## src/hw/rtl/kle_pkg.sv

```systemverilog
// ----------------------------------------------------------------------------
// kle_pkg: shared types and constants of the keystroke line editor
// Line capacity, key codes, controller states and the command and status
// bundles that pass between the controller and the datapath.
// ----------------------------------------------------------------------------
package kle_pkg;

  // Line buffer geometry
  localparam int LINE_CAPACITY = 64;
  localparam int LEN_W         = $clog2(LINE_CAPACITY + 1);

  // Key codes with an editing meaning
  localparam logic [7:0] KEY_LEFT    = 8'h3C;  // '<'
  localparam logic [7:0] KEY_RIGHT   = 8'h3E;  // '>'
  localparam logic [7:0] KEY_DELETE  = 8'h2D;  // '-'
  localparam logic [7:0] KEY_NEWLINE = 8'h0A;  // line feed

  // Controller states
  typedef enum logic [0:0] {
    ST_IDLE,
    ST_EMIT
  } kle_state_e;

  // Decoded edit operation
  typedef enum logic [2:0] {
    OP_NONE,
    OP_LEFT,
    OP_RIGHT,
    OP_DELETE,
    OP_INSERT
  } kle_op_e;

  // Controller to datapath
  typedef struct packed {
    logic edit;  // apply the key on the input ports
    logic pop;   // move the head character to the output, shift the line
  } kle_cmd_t;

  // Datapath to controller
  typedef struct packed {
    logic empty;   // line length is zero
    logic single;  // line length is one
  } kle_stat_t;

  // Letters, digits and newline go into the line
  function automatic logic is_insertable(input logic [7:0] k);
    logic res;
    res = (k == KEY_NEWLINE)
       || (k >= 8'h41 && k <= 8'h5A)
       || (k >= 8'h61 && k <= 8'h7A)
       || (k >= 8'h30 && k <= 8'h39);
    return res;
  endfunction

  // Map a key byte to its edit operation
  function automatic kle_op_e decode_key(input logic [7:0] k);
    kle_op_e op;
    if (k == KEY_LEFT) begin
      op = OP_LEFT;
    end else if (k == KEY_RIGHT) begin
      op = OP_RIGHT;
    end else if (k == KEY_DELETE) begin
      op = OP_DELETE;
    end else if (is_insertable(k)) begin
      op = OP_INSERT;
    end else begin
      op = OP_NONE;
    end
    return op;
  endfunction

endpackage

```

## src/hw/rtl/kle_ctrl.sv

```systemverilog
// ----------------------------------------------------------------------------
// kle_ctrl: handshake controller of the keystroke line editor
// Accepts keys while idle, then drives one character per transfer onto the
// output register until the line is drained.
// ----------------------------------------------------------------------------
module kle_ctrl (
  input  logic              clk_i,
  input  logic              rst_ni,
  input  logic              in_valid_i,
  input  logic              end_of_line_i,
  output logic              in_stall_o,
  output logic              out_valid_o,
  input  logic              out_stall_i,
  input  kle_pkg::kle_stat_t stat_i,
  output kle_pkg::kle_cmd_t  cmd_o
);
  import kle_pkg::*;

  kle_state_e state_q, state_d;
  logic       out_valid_q, out_valid_d;
  logic       slot_free;

  // Output slot can take a new character this cycle
  assign slot_free = !out_valid_q || !out_stall_i;

  // State and output valid registers
  always_ff @(posedge clk_i or negedge rst_ni) begin
    if (!rst_ni) begin
      state_q     <= ST_IDLE;
      out_valid_q <= 1'b0;
    end else begin
      state_q     <= state_d;
      out_valid_q <= out_valid_d;
    end
  end

  // Next state and commands
  always_comb begin
    state_d     = state_q;
    out_valid_d = out_valid_q && out_stall_i;
    cmd_o       = '0;
    in_stall_o  = 1'b1;
    unique case (state_q)
      ST_IDLE: begin
        in_stall_o = 1'b0;
        if (in_valid_i) begin
          cmd_o.edit = 1'b1;
          if (end_of_line_i) begin
            state_d = ST_EMIT;
          end
        end
      end
      ST_EMIT: begin
        if (stat_i.empty) begin
          state_d = ST_IDLE;
        end else if (slot_free) begin
          cmd_o.pop   = 1'b1;
          out_valid_d = 1'b1;
          if (stat_i.single) begin
            state_d = ST_IDLE;
          end
        end
      end
      default: begin
        state_d = ST_IDLE;
      end
    endcase
  end

  assign out_valid_o = out_valid_q;

  // A pop never overwrites a character that is still waiting
  assert property (@(posedge clk_i) disable iff (!rst_ni)
    cmd_o.pop |-> slot_free)
    else $error("kle_ctrl: pop while output slot is occupied");

  // Keys are only taken while no line is being drained
  assert property (@(posedge clk_i) disable iff (!rst_ni)
    cmd_o.edit |-> (state_q == ST_IDLE) && !cmd_o.pop)
    else $error("kle_ctrl: edit outside idle");

  // Draining ends once the last character is popped
  assert property (@(posedge clk_i) disable iff (!rst_ni)
    (cmd_o.pop && stat_i.single) |=> (state_q == ST_IDLE))
    else $error("kle_ctrl: emit did not end after last character");

endmodule

```

## src/hw/rtl/kle_datapath.sv

```systemverilog
// ----------------------------------------------------------------------------
// kle_datapath: line cells, length, cursor and output payload register
// Every cell is a register; insert and delete shift the cells past the
// cursor, and emission shifts the whole line toward cell zero.
// ----------------------------------------------------------------------------
module kle_datapath (
  input  logic               clk_i,
  input  logic               rst_ni,
  input  logic [7:0]         key_i,
  input  kle_pkg::kle_cmd_t  cmd_i,
  output kle_pkg::kle_stat_t stat_o,
  output logic [7:0]         text_char_o,
  output logic               last_char_o
);
  import kle_pkg::*;

  logic [7:0]       cell_q [LINE_CAPACITY];
  logic [7:0]       cell_d [LINE_CAPACITY];
  logic [7:0]       cell_prev [LINE_CAPACITY];
  logic [7:0]       cell_next [LINE_CAPACITY];
  logic [LEN_W-1:0] len_q, len_d;
  logic [LEN_W-1:0] cursor_q, cursor_d;
  logic [7:0]       char_q;
  logic             last_q;
  kle_op_e          op;
  logic             can_insert;
  logic             can_delete;

  assign op         = decode_key(key_i);
  assign can_insert = (len_q < LEN_W'(LINE_CAPACITY));
  assign can_delete = (cursor_q != '0);

  // Neighbor taps of each cell
  always_comb begin
    for (int i = 0; i < LINE_CAPACITY; i++) begin
      cell_prev[i] = (i == 0) ? cell_q[0] : cell_q[(i == 0) ? 0 : i - 1];
      cell_next[i] = (i == LINE_CAPACITY - 1) ? cell_q[LINE_CAPACITY - 1]
                   : cell_q[(i == LINE_CAPACITY - 1) ? i : i + 1];
    end
  end

  // Next cell contents
  always_comb begin
    for (int i = 0; i < LINE_CAPACITY; i++) begin
      cell_d[i] = cell_q[i];
      if (cmd_i.pop) begin
        cell_d[i] = cell_next[i];
      end else if (cmd_i.edit && op == OP_INSERT && can_insert) begin
        if (LEN_W'(i) == cursor_q) begin
          cell_d[i] = key_i;
        end else if (LEN_W'(i) > cursor_q) begin
          cell_d[i] = cell_prev[i];
        end
      end else if (cmd_i.edit && op == OP_DELETE && can_delete) begin
        if (LEN_W'(i + 1) >= cursor_q) begin
          cell_d[i] = cell_next[i];
        end
      end
    end
  end

  // Next length and cursor
  always_comb begin
    len_d    = len_q;
    cursor_d = cursor_q;
    if (cmd_i.pop) begin
      len_d    = len_q - LEN_W'(1);
      cursor_d = '0;
    end else if (cmd_i.edit) begin
      unique case (op)
        OP_LEFT: begin
          if (can_delete) cursor_d = cursor_q - LEN_W'(1);
        end
        OP_RIGHT: begin
          if (cursor_q < len_q) cursor_d = cursor_q + LEN_W'(1);
        end
        OP_DELETE: begin
          if (can_delete) begin
            cursor_d = cursor_q - LEN_W'(1);
            len_d    = len_q - LEN_W'(1);
          end
        end
        OP_INSERT: begin
          if (can_insert) begin
            cursor_d = cursor_q + LEN_W'(1);
            len_d    = len_q + LEN_W'(1);
          end
        end
        default: begin
          len_d = len_q;
        end
      endcase
    end
  end

  // Line cells, no reset
  always_ff @(posedge clk_i) begin
    cell_q <= cell_d;
  end

  // Length and cursor
  always_ff @(posedge clk_i or negedge rst_ni) begin
    if (!rst_ni) begin
      len_q    <= '0;
      cursor_q <= '0;
    end else begin
      len_q    <= len_d;
      cursor_q <= cursor_d;
    end
  end

  // Output payload: load on pop, hold otherwise
  always_ff @(posedge clk_i) begin
    if (cmd_i.pop) begin
      char_q <= cell_q[0];
      last_q <= stat_o.single;
    end
  end

  assign stat_o.empty  = (len_q == '0);
  assign stat_o.single = (len_q == LEN_W'(1));
  assign text_char_o   = char_q;
  assign last_char_o   = last_q;

  // Cursor stays inside the line
  assert property (@(posedge clk_i) disable iff (!rst_ni)
    cursor_q <= len_q)
    else $error("kle_datapath: cursor beyond line length");

  // Length never exceeds capacity
  assert property (@(posedge clk_i) disable iff (!rst_ni)
    len_q <= LEN_W'(LINE_CAPACITY))
    else $error("kle_datapath: line length beyond capacity");

  // Pop only from a non-empty line, and it parks the cursor at zero
  assert property (@(posedge clk_i) disable iff (!rst_ni)
    cmd_i.pop |-> !stat_o.empty ##1 (cursor_q == '0))
    else $error("kle_datapath: bad pop");

endmodule

```

## src/hw/rtl/keystroke_line_editor.sv

```systemverilog
// ----------------------------------------------------------------------------
// keystroke_line_editor: line editor with cursor, one key byte per transfer
// Keeps a line of up to LINE_CAPACITY characters and a cursor; emits the
// edited line on end of line.
// ----------------------------------------------------------------------------
// Usage:
//   Input channel (in_valid_i / in_stall_o): key_i and end_of_line_i.
//   '<' '>' move the cursor, '-' deletes before it, letters, digits and
//   newline insert at it (dropped when the line is full).
//   Output channel (out_valid_o / out_stall_i): text_char_o, last_char_o.
//   A key flagged end of line is applied first; the line then drains one
//   character per cycle while the receiver does not stall, from a shift of
//   the cell row toward cell zero, with last_char_o set on the final one.
//   The flagged key moves the controller to its emit state, and each pop
//   there loads the output register. An empty line emits nothing.
//   Keys without the flag are taken back to back; after a flagged key no
//   key is taken until the line has drained, and output stalls delay that.
//   in_stall_o is high while a line drains; a key may be taken while a
//   character still waits in the output register.
//   Reset clears length, cursor and controller state; no clearing pass.
// ----------------------------------------------------------------------------
module keystroke_line_editor (
  input  logic       clk_i,
  input  logic       rst_ni,
  input  logic       in_valid_i,
  output logic       in_stall_o,
  input  logic [7:0] key_i,
  input  logic       end_of_line_i,
  output logic       out_valid_o,
  input  logic       out_stall_i,
  output logic [7:0] text_char_o,
  output logic       last_char_o
);
  import kle_pkg::*;

  kle_cmd_t  cmd;
  kle_stat_t stat;

  // Handshake and sequencing
  kle_ctrl u_ctrl (
    .clk_i         (clk_i),
    .rst_ni        (rst_ni),
    .in_valid_i    (in_valid_i),
    .end_of_line_i (end_of_line_i),
    .in_stall_o    (in_stall_o),
    .out_valid_o   (out_valid_o),
    .out_stall_i   (out_stall_i),
    .stat_i        (stat),
    .cmd_o         (cmd)
  );

  // Line storage and editing
  kle_datapath u_datapath (
    .clk_i       (clk_i),
    .rst_ni      (rst_ni),
    .key_i       (key_i),
    .cmd_i       (cmd),
    .stat_o      (stat),
    .text_char_o (text_char_o),
    .last_char_o (last_char_o)
  );

endmodule
```

## config.mk

```make
export PLATFORM = sky130hd
export DESIGN_NAME = keystroke_line_editor
export DESIGN_NICKNAME = d
export VERILOG_FILES = /design/src/hw/rtl/kle_pkg.sv /design/src/hw/rtl/kle_ctrl.sv /design/src/hw/rtl/kle_datapath.sv /design/src/hw/rtl/keystroke_line_editor.sv
export SDC_FILE = /design/constraint.sdc
export NUM_CORES = 1
export LEC_CHECK = 0
export ABC_AREA = 1
export BUFFER_PORTS_ARGS = -buffer_cell sky130_fd_sc_hd__clkbuf_2
export CORE_MARGIN = 2
export CORE_UTILIZATION = 55
export DETAILED_ROUTE_END_ITERATION = 16
export PLACE_DENSITY_LB_ADDON = 0.05
export SKIP_LAST_GASP = 1
export SYNTH_ARGS = -nofsm -noshare
export SYNTH_HDL_FRONTEND = slang
export SYNTH_SLANG_ARGS = --single-unit
```

## constraint.sdc

```tcl
create_clock -name clk_i -period 3.95 [get_ports clk_i]
set_input_delay 0 -clock clk_i [delete_from_list [all_inputs] [get_ports clk_i]]
set_output_delay 0 -clock clk_i [all_outputs]
set_load 0.01 [all_outputs]
```

==> out/results.ini <==
[floorplan]
die_area_um2=56700
coreArea_um2=54000
initial_core_util_pct=55.8
die_y_um=238
rows=85
die_w_um=238
pin_count=24

[setup_path]
cp-end-kind=flip-flop
crit_top_cell=inv_1
rr_startpoint=u_datapath.cursor_q[0]$_DFFE_PN0P_
required_ps=4200
crit_buf_inv=4
crit_fanout=20
arrival_ps=3610
start_kind=flip-flop
worstSetupStartpoint=u_datapath.cursor_q[0]$_DFFE_PN0P_
cpMaxStageDelayCell=nor2_1
critPathMaxStageDelay_ps=550
cp_top_family=simple AND/OR/NAND/NOR gates
path_class=reg2reg
path_cells=clkinv_1 > ha_1 > inv_1 > nor2_2 > nand2_1 > nand3_1 > inv_1 > nor2_4 > nand2_2 > buf_4 > o21ai_0 > nor2_1

[cells_and_area]
stdcell_count=4249
utilization_pct=60.5
nNetsFinal=3530
final_cell_area_um2=32700
drive_gt1_share_pct=7.69
syn2layout_area_growth_pct=8.47

[placement]
placed_cell_area_um2=30700
port-buffer-count=23
gp_congestion=1.00
dp_hpwl_um=64100
dp_slack_ps=660
dp.cells=4132

[sta]
finalCritPeriodShare_pct=85.2
fin_worst_skew_ps=25.2
setup_viol=0
worst_pin_slew_ps=828
fin_ws_ps=584
slew-limit-headroom_pct=44.6
max_clock_freq_ghz=0.297
fin_worst_hold_slack_ps=61.0
setup_tns_ps=0
rsz0062_at_grt=no
period_needed_ps=3370
final_max_slew_viol_count=0
hold_viol=0

[grt]
antenna_found_initial=3
grt_usage_pct=33.0
grt_pass1_vias=24400
grt_pass1_wl_um=143000
grt-ovfl-total=0
grt_max_degree=163

[clock_network]
clock-sinks=537
numCtsBuffers=58
cts-root-buf=clkbuf_16
h-tree-depth=2
cts_buffer_depth=3
cts_tree=yes
path_clk_slew_ps=60
clock_latency_ps=630
post_cts_buffers=0

[logic_synthesis]
async_flop_share_pct=2.98
synth-edff-count=521
synth_ff_type=edfxtp_1
ys_types=39
syn_inst=3563
synth_warnings=0
syn_nets=3591
synth_area_um2=30100
ys_ff_latch=537
seq_area_frac_synth_pct=53.3
syn_avg_cell_area_um2=8.45

[detailed_routing]
drtIter0Drc=2829
antenna_left=0
dr_wl_met3_um=7880
top_layer_used=met5
drtPass1Iterations=5
routed_wl_um=94400
m1WireLength_um=39900
drc=0
detail_route.wl_per_cell_um=22.2
vias=25700
met2WireLength_um=42500
vias_per_cell=6.04

[power]
p_leak_nw=13.3
p_clk_share_pct=19.0
peakVddDrop_mv=0.409
power_mw=28.8
power_switching_share_pct=39.7
switchingPower_mw=11.5
power.density_nw_per_um2=882
p_int_mw=17.4
comb_power_share_pct=37.2
pwr-share-seq_pct=43.8

[job]
cap_viol_max_count=0

[min_path]
hold_class=in2reg
min_from=key_i[3]

[outcome]
status=complete, no violations

[synth_stat cells (6+ instances only)]
master    instances  area (um^2)
a21oi_1          23          115
a31oi_1         168         1050
buf_2           110          551
buf_4            26          195
buf_6             6         67.6
clkbuf_1        106          398
dfrtp_1          16          400
edfxtp_1        521        15600
ha_1             15          188
inv_1           319         1200
inv_2            27          101
nand2_1        1024         3840
nand3_1          76          380
nand4_1          12         75.1
nor2_1          279         1050
nor2_2           23          144
nor2_4            9          101
nor3_1           11         55.1
o211ai_1        185         1390
o21ai_0         457         2290
o21ai_1         109          546
xor2_1           13          114
[area by class of cell]
type,count,area (um^2)
fill,4812,21400
sequential,537,16000
multi-input combinational,2428,11600
clock buffer,73,1510
inverter,350,1320
timing repair buffer,127,998
tap,696,871
clock inverter,36,373
antenna,2,5.00
[kinds of logic after synthesis]
logic type	after synthesis	share of synthesized area, %
buffers and inverters	598	8.39
AOI/OAI and AO/OA	954	18.2
adders and majority gates	15	0.623
and+or+nand+nor	1445	19.1
DFF	537	53.3
xor gates and xnor gates	14	0.407
[placed cells by master, fill, tap and decap left out, types with 3 or more instances in the layout]
cell           count
o21ai_1          109
a31oi_1          168
nor2_4             9
nand3_1           76
inv_6              3
o21ai_0          457
bufinv_16          7
ha_1              15
a21oi_1           23
clkbuf_1          15
o22ai_1            3
nand2_1         1024
nor2_1           279
clkinv_2          10
buf_12             7
xor2_1            13
dlygate4sd3_1      6
inv_2             27
a211oi_1           3
clkinv_1          15
nand2_2            3
dfrtp_1           16
inv_1            319
edfxtp_1         521
clkbuf_16         58
nor3_1            11
nor2_2            23
nand4_1           12
o211ai_1         185
clkbuf_2          23
buf_4             91
[tightest hold or removal path: cells and delay by family]
kind | cells | cell delay (ps)
buf+inv | 2 | 350
simple gates | 1 | 90
compound gates | 1 | 70
[power by group through the flow]
stage	Combinational (mW)	Sequential (mW)	Clock [mW]
CTS	10.6	12.6	5.54
finish	10.7	12.6	5.48
floorplan	7.38	12.0	0
global placement	10.3	12.6	0
global route	12.0	12.9	5.75
detailed placement	10.5	12.6	0
[path summary, 6_finish.rpt]
check | slack [ps] | end | cells after the start
setup / recovery | 580 | u_datapath.cell_next[255]$_DFFE_PP_ | 12
hold / removal | 60 | u_datapath.cell_next[19]$_DFFE_PP_ | 4
setup reg to reg | 580 | u_datapath.cell_next[255]$_DFFE_PP_ | 12
hold reg to reg | 470 | u_datapath.text_char_o[3]$_DFFE_PP_ | 0
max in group asynchronous | 2880 | u_datapath.len_q[1]$_DFFE_PN0P_ | 3
min in group asynchronous | 570 | u_datapath.cursor_q[5]$_DFFE_PN0P_ | 3
[flip-flops by register name, indices dropped and copies added (netlist names)]
name / flops
u_datapath.cell_next: 504
u_datapath.cell_prev: 8
u_datapath.text_char_o: 8
u_datapath.cursor_q: 7
u_datapath.len_q: 7
u_ctrl.out_valid_o: 1
u_ctrl.state_q: 1
u_datapath.last_char_o: 1
[routing by layer]
| layer | vias up | track usage, % |
|---|---|---|
| met4 | 2 | 13.0 |
| met5 | - | 0 |
| met2 | 1165 | 52.5 |
| li1 | 12100 | - |
| met1 | 12200 | 46.0 |
| met3 | 247 | 4.88 |
[repair_timing]
action	in CTS	in global routing
gates resized for setup	0	0
hold endpoints to repair	20	0
hold buffers	6	0
(Power assumes the default switching activity.)
